`src/rtl/core/token_bucket_rate_limiter_core_defines.svh`:
```
// Assertion macros for the token bucket rate limiter core.
// Depends on nothing; included by the top level.
`ifndef TOKEN_BUCKET_RATE_LIMITER_CORE_DEFINES_SVH
`define TOKEN_BUCKET_RATE_LIMITER_CORE_DEFINES_SVH

// Same-cycle implication, disabled during reset
`define TBRL_ASSERT_NOW(label, clk, rst_n, ante, cons) \
    label: assert property (@(posedge clk) disable iff (!rst_n) (ante) |-> (cons)) \
        else $error("tbrl: same-cycle check failed");

// Next-cycle implication, disabled during reset
`define TBRL_ASSERT_NEXT(label, clk, rst_n, ante, cons) \
    label: assert property (@(posedge clk) disable iff (!rst_n) (ante) |=> (cons)) \
        else $error("tbrl: next-cycle check failed");

`endif

```
`src/rtl/core/tbrl_pkg.sv`:
```
// Shared types and constants for the token bucket rate limiter core.
// Depends on nothing.
package tbrl_pkg;

    localparam int TOKEN_W      = 16;
    localparam int TIME_W       = 32;
    localparam int SLOT_IN_W    = 8;
    localparam int PROD_W       = TIME_W + TOKEN_W;
    localparam int CNT_W        = $clog2(PROD_W);
    localparam int CFG_IDX_W    = 2;
    localparam int CFG_DATA_W   = 16;
    localparam int DEF_USER_SLOTS = 256;

    localparam logic [TOKEN_W-1:0]   MAX_TOKENS_RST = 16'd50;
    localparam logic [TOKEN_W-1:0]   WINDOW_RST     = 16'd60;
    localparam logic [CFG_IDX_W-1:0] CFG_MAX_TOKENS = 2'd0;
    localparam logic [CFG_IDX_W-1:0] CFG_WINDOW     = 2'd1;
    localparam logic                 CMD_RESET      = 1'b1;

    typedef struct packed {
        logic load;
        logic read;
        logic calc;
        logic div_step;
        logic update;
    } tbrl_cmd_t;

    typedef struct packed {
        logic bypass;
        logic div_last;
    } tbrl_status_t;

endpackage

```
`src/rtl/core/tbrl_ctrl.sv`:
```
// Controller state machine for the token bucket rate limiter core.
// Depends on tbrl_pkg; drives tbrl_datapath through command and status structs.
module tbrl_ctrl
    import tbrl_pkg::*;
(
    input  logic         clk,
    input  logic         rst_n,
    input  logic         start,
    input  tbrl_status_t status,
    output tbrl_cmd_t    cmd,
    output logic         busy
);

    typedef enum logic [4:0] {
        S_IDLE = 5'b00001,
        S_READ = 5'b00010,
        S_MUL  = 5'b00100,
        S_DIV  = 5'b01000,
        S_UPD  = 5'b10000
    } state_t;

    state_t state_reg;
    state_t state_next;

    always_ff @(posedge clk or negedge rst_n)
    begin
        if (!rst_n)
        begin
            state_reg <= S_IDLE;
        end
        else
        begin
            state_reg <= state_next;
        end
    end

    always_comb
    begin
        state_next = state_reg;
        cmd        = '0;
        case (state_reg)
            S_IDLE:
            begin
                if (start)
                begin
                    cmd.load   = 1'b1;
                    state_next = S_READ;
                end
            end
            S_READ:
            begin
                cmd.read   = 1'b1;
                state_next = status.bypass ? S_UPD : S_MUL;
            end
            S_MUL:
            begin
                cmd.calc   = 1'b1;
                state_next = S_DIV;
            end
            S_DIV:
            begin
                cmd.div_step = 1'b1;
                if (status.div_last)
                begin
                    state_next = S_UPD;
                end
            end
            S_UPD:
            begin
                cmd.update = 1'b1;
                state_next = S_IDLE;
            end
            default:
            begin
                state_next = S_IDLE;
            end
        endcase
    end

    assign busy = (state_reg != S_IDLE);

endmodule

```
`config.mk`:
```
export PLATFORM = sky130hd
export DESIGN_NAME = tbrl_ctrl
export DESIGN_NICKNAME = d
export VERILOG_FILES = /design/src/rtl/core/token_bucket_rate_limiter_core_defines.svh /design/src/rtl/core/tbrl_pkg.sv /design/src/rtl/core/tbrl_ctrl.sv
export SDC_FILE = /design/constraint.sdc
export NUM_CORES = 1
export LEC_CHECK = 0
export ABC_AREA = 0
export BUFFER_PORTS_ARGS = -buffer_cell sky130_fd_sc_hd__buf_4
export CORE_AREA = 2 2 39 41
export CTS_CLUSTER_SIZE = 24
export DETAILED_ROUTE_END_ITERATION = 10
export DIE_AREA = 0 0 41 43
export PLACE_DENSITY = 0.44
export SYNTH_ARGS = -nofsm -noshare
export SYNTH_HDL_FRONTEND = slang
export SYNTH_SLANG_ARGS = --single-unit
export TNS_END_PERCENT = 30
```
`constraint.sdc`:
```
create_clock -name clk -period 1.7 [get_ports clk]
set_input_delay 0.34 -clock clk [delete_from_list [all_inputs] [get_ports clk]]
set_output_delay 0.34 -clock clk [all_outputs]
set_load 0.05 [all_outputs]
```
==> flow_metrics.tcl, run 1 <==
set metrics [dict create \
    routed_via_density 4.40 \
    grt_pass1_vias 263 \
    antenna_found_initial 0 \
    fp.dieW_um 41 \
    final_core_util_pct 37.7 \
    drt_pre_antenna_iters 1 \
    core_area_sq_um 1380 \
    finClkSkew_ns 0.00187 \
    largest_reg_flops 5 \
    syn_to_final_growth_pct 83.7 \
    pwr-share-seq_pct 21.5 \
    p_int_mw 0.455 \
    synthSimpleGateAreaFrac_pct 40.5 \
    layout.nets 55 \
    power_density_nw_per_um2 1510 \
    period_needed_ns 1.74 \
    total_power_mw 0.788 \
    cts_buffer_depth 2 \
    synth_seq_cells 5 \
    cp-end-kind "primary output" \
    clk_latency_ns 0.24 \
    cp.arrival_ns 1.40 \
    yosys.area.top_type_share_pct 35.2 \
    cts_tree "yes" \
    hp-class "in -> reg" \
    tightest_slew_ns 0.413 \
    overflow 0 \
    fin_crit_sh_pct 102 \
    vdd_drop_max_mv 0.555 \
    n_antenna_cell 0 \
    finalHoldViolations 0 \
    clock_tree.root_cell "clkbuf_4" \
    gp_congestion 0.695 \
    placed_area_sq_um 449 \
    die_h_um 43 \
    htree_levels 1 \
    maxCapViolations 0 \
    failed_checks "negative setup slack" \
    vias 286 \
    start_util_pct 20.5 \
    syn_nets 33 \
    synth_compound_area_share_pct 10.6 \
    synth_area_leaders "dfrtp_1 35%, dfstp_2 9.3%, nor2_1 6.6%" \
    slew_viol_final 0 \
    synth_top_family_by_area "simple AND/OR/NAND/NOR gates" \
    routed_wl_um 677 \
    tns_ns -0.0760 \
    max_freq_mhz 575 \
    synthCells 28 \
    ys_seq_area_share_pct 44.5 \
    p_clk_share_pct 17.0 \
    drt_iter0_markers 0 \
    wire_per_inst_um 10.4 \
    syn_area_per_cell_sq_um 10.1 \
    hpwl_um 541 \
    row_count 14 \
    relSlewSlack_pct 71.7 \
    drive_above_1_share_pct 57.1 \
    path_class "reg -> out" \
    io_pins 11 \
    comb_power_share_pct 61.5 \
    yosys.cell_types.count 20 \
    synth_warnings 0 \
    grt_first_pass_wirelength_um 1090 \
    clk_pin_slew_ns 0.04 \
    rsz0062_at_grt "true" \
    fin_area_sq_um 522 \
    setup_violations 3 \
    drc 0 \
    yosys.area.top_type "dfrtp_1" \
    cts_buffers 3 \
    synthAdderAreaFrac_pct 0 \
    cts_num_sinks 5 \
    netlist_area_sq_um 284 \
    grt_max_degree 8 \
    grt_util_all_layers_pct 9.49 \
    p_sw_mw 0.332 \
    switching_share_pct 42.2 \
    critPathLaunchType "register" \
    synth-xor-area-share_pct 3.08 \
    synth_mux_area_share_pct 0 \
    outcome "finished with violations" \
    layout_setup_ws_ns -0.0391 \
    dieArea_sq_um 1760 \
    port_buffers 10 \
    antenna_left 0 \
    power_leakage_nw 0.233 \
    crit_fanout 6 \
    cp.required_ns 1.36 \
]
==> placed cells by master (no fill, tap or decap) <==
master         instances
a2111oi_0              1
a21o_1                 1
a21oi_1                1
a2bb2oi_1              1
and3_1                 1
buf_4                 10
buf_6                  6
clkbuf_1               1
clkbuf_4               3
dfrtp_1                4
dfstp_2                1
dlygate4sd3_1          1
inv_1                  1
nand2b_1               1
nand3b_1               2
nand4b_1               1
nand4bb_2              1
nor2_1                 3
nor2_2                 1
nor2_4                 1
nor3_4                 1
nor3b_4                1
nor4_1                 1
or3_4                  1
or3b_2                 1
or3b_4                 1
xor2_1                 1
==> routing by layer <==
layer  part of all wire, %  track usage [%]
met1                    41             11.8
met2                    54             13.4
met3                   5.2             3.14
met4                     0             6.00
met5                     0                0
==> cell usage after synthesis <==
cell,instances
a2bb2oi_1,1
nor4_1,1
inv_1,1
dfstp_2,1
and3_1,1
nor3_1,1
dfrtp_1,4
nor3b_1,1
nand2b_1,1
nor2_1,5
a2111oi_0,1
a21oi_1,1
or3b_1,1
nand4bb_2,1
or3_2,1
xor2_1,1
or3b_2,1
a21o_1,1
nand4b_1,1
nand3b_1,2
==> critical path, cell delays in order (launching register included) <==
cell,delay [ns]
dfrtp_1,0.35
buf_6,0.12
or3b_4,0.40
nor3_4,0.12
buf_6,0.17
==> per-stage QoR <==
| stage | instances | hold WS [ns] | worst slack [ns] |
|---|---|---|---|
| after floorplan | 28 | 0.0444 | -0.109 |
| after global placement | 59 | 0.141 | 0.0899 |
| after detailed placement | 59 | 0.142 | 0.0759 |
| after CTS | 65 | 0.268 | -0.0469 |
| after global routing | 65 | 0.265 | -0.102 |
| final | 65 | 0.271 | -0.0391 |
==> worst paths after layout <==
path	slack, ns	end	depth (start not counted)	from
max in group asynchronous	1.07	state_reg[0]	2	rst_n
worst min register to register	0.52	state_reg[4]	1	state_reg[2]
min in group asynchronous	0.43	state_reg[3]	2	rst_n
worst max-delay path	-0.04	cmd[3]	4	state_reg[1]
worst max register to register	0.31	state_reg[0]	5	state_reg[1]
worst min-delay path	0.27	state_reg[2]	2	status[1]
==> cell families (layout without fill, tap and decap cells) <==
kind of cell | Yosys count | after routing
AOI/OAI and AO/OA | 4 | 4
xor gates and xnor gates | 1 | 1
buffers and inverters | 1 | 22
DFF | 5 | 5
and+or+nand+nor | 17 | 17
==> timing repair <==
item,CTS,global route
resized for setup,6,2
pin swaps,1,0
hold buffers,1,0
endpoints found under the hold margin,4,0
endpoints found under the setup margin,4,6
setup buffers,1,0
==> final cells by class <==
class                           instances  area [sq um]
Clock buffer                            4          26.3
Timing Repair Buffer                   17           153
Inverter                                1          3.75
Fill cell                             147           862
Sequential cell                         5           126
Tap cell                               16          20.0
Multi-Input combinational cell         22           193
==> power groups by stage <==
stage,sequential (mW),clock (mW),combinational (mW)
floorplan,0.198,0,0.266
global placement,0.168,0,0.422
detailed placement,0.167,0,0.426
CTS,0.169,0.139,0.474
global route,0.173,0.155,0.511
finish,0.169,0.134,0.484
Note: power is estimated with default switching activity, not from simulation.
==> inputs of run 2 (changes only) <==
- PLACE_DENSITY: 0.44 -> 0.46
- clock period: 1.7 -> 1.59 ns (I/O delays scaled with it)
==> flow_metrics.tcl, run 2 (synthesis results as in run 1) <==
set metrics [dict create \
    drive_above_1_share_pct 65.3 \
    grt_util_all_layers_pct 11.4 \
    min-delay-start "status[1]" \
    drt_pre_antenna_iters 1 \
    hold-path-cell-count 2 \
    finalHoldViolations 0 \
    finClkSkew_ns 0.000900 \
    row_count 14 \
    setup_violations 5 \
    r2r-start "state_reg[1]" \
    cts_buffers 3 \
    r2r_cells 4 \
    clk_pin_slew_ns 0.04 \
    core_area_sq_um 1380 \
    layout_commonest_cell "buf_4" \
    power_density_nw_per_um2 1600 \
    cts_tree "yes" \
    largest_reg_flops 5 \
    wire_per_inst_um 11.3 \
    placed_cells 59 \
    tns_ns -0.506 \
    min_to "state_reg[2]" \
    crit_fanout 4 \
    slew_viol_final 0 \
    cp-end-kind "primary output" \
    drc 0 \
    tightest_slew_ns 0.412 \
    outcome "finished with violations" \
    cts_buffer_depth 2 \
    die_h_um 43 \
    clock_tree.root_cell "clkbuf_4" \
    failed_checks "negative setup slack" \
    routed_via_density 4.85 \
    regToRegSetupSlack_ns 0.19 \
    hp-class "in -> reg" \
    cp.arrival_ns 1.41 \
    max_freq_mhz 578 \
    final_cell_mix "10 x buf_4, 5 x buf_6, 3 x clkbuf_4, 3 x dfrtp_1" \
    io_pins 11 \
    fp.dieW_um 41 \
    period_needed_ns 1.73 \
    grt_pass1_vias 332 \
    dieArea_sq_um 1760 \
    routed_wl_um 737 \
    critPathLaunchType "register" \
    dp_slack_ns 0.0385 \
    n_antenna_cell 0 \
    vias 315 \
    grt_max_degree 8 \
    n_fill_cell 145 \
    fin_crit_sh_pct 109 \
    total_power_mw 0.885 \
    antenna_found_initial 0 \
    drt_iter0_markers 0 \
    rsz0062_at_grt "true" \
    layout.nets 55 \
    maxCapViolations 0 \
    fin_area_sq_um 553 \
    antenna_left 0 \
    overflow 0 \
    cts_num_sinks 5 \
    power_leakage_nw 0.235 \
    clk_latency_ns 0.23 \
    relSlewSlack_pct 71.8 \
    path_class "reg -> out" \
    final_core_util_pct 40.0 \
    port_buffers 10 \
    vdd_drop_max_mv 0.512 \
    cp.required_ns 1.27 \
    r2r-end "state_reg[4]" \
    placed_area_sq_um 467 \
    fin_cells 65 \
    start_util_pct 20.5 \
    layout_setup_ws_ns -0.139 \
    hold_ws_ns 0.253 \
    syn_to_final_growth_pct 94.7 \
    grt_first_pass_wirelength_um 1300 \
    htree_levels 1 \
    gp_congestion 0.657 \
    hpwl_um 592 \
]
run 2: cell types whose count changed in the layout (fill, tap and decap cells not counted):
cell       change
and3_1         -1
nand4bb_4      +1
dfrtp_2        +1
dfrtp_1        -1
buf_6          -1
nor2_4         +1
and3_4         +1
nor2_2         +1
buf_8          +1
nor2_1         -2
nand4bb_2      -1
run 2: metal layers:
layer | GRT usage (%) | wire length, um | share of wire, % | vias up
li1 | - | - | - | 148
met1 | 11.0 | 267 | 36 | 162
met2 | 19.1 | 449 | 61 | 5
met3 | 1.57 | 20 | 2.7 | 0
met4 | 10.0 | 0 | 0 | 0
met5 | 0 | 0 | 0 | -
run 2: power breakdown:
part	internal (mW)	leakage, nW	total (mW)	switching (mW)
Combinational	0.250	0.156	0.558	0.307
Clock	0.0945	0.0150	0.141	0.0464
Sequential	0.164	0.0634	0.186	0.0226
Total	0.509	0.235	0.885	0.376
run 2: layout make-up:
cell class | count | area, sq um | share of cell area, %
Clock buffer | 4 | 26.3 | 4.75
Tap cell | 16 | 20.0 | 3.62
Inverter | 1 | 3.75 | 0.679
Timing Repair Buffer | 17 | 156 | 28.3
Multi-Input combinational cell | 22 | 219 | 39.6
Sequential cell | 5 | 128 | 23.1
run 2: critical path, cell delays in order, from the launching register on:
cell and delay [ns]:
dfrtp_1 0.40, or3_4 0.41, nor3b_4 0.18, buf_6 0.18
run 2: what timing repair did:
action / 4_1_cts / 5_1_grt
setup endpoints to repair: 6 / 6
setup buffers: 1 / 0
hold endpoints to repair: 4 / 0
pin swaps: 2 / 1
gates resized for setup: 9 / 3
hold buffers: 1 / 0
run 2: how the worst max path moves through the flow:
stage | from | end | slack (ns) | depth (start not counted)
4_1_cts | state_reg[1] | cmd[1] | -0.16 | 3
6_report | state_reg[1] | cmd[1] | -0.14 | 3
2_1_floorplan | state_reg[0] | cmd[1] | -0.06 | 2
5_1_grt | state_reg[1] | cmd[1] | -0.21 | 3
3_5_place_dp | state_reg[3] | cmd[3] | 0.04 | 3
3_3_place_gp | state_reg[3] | cmd[3] | 0.05 | 3
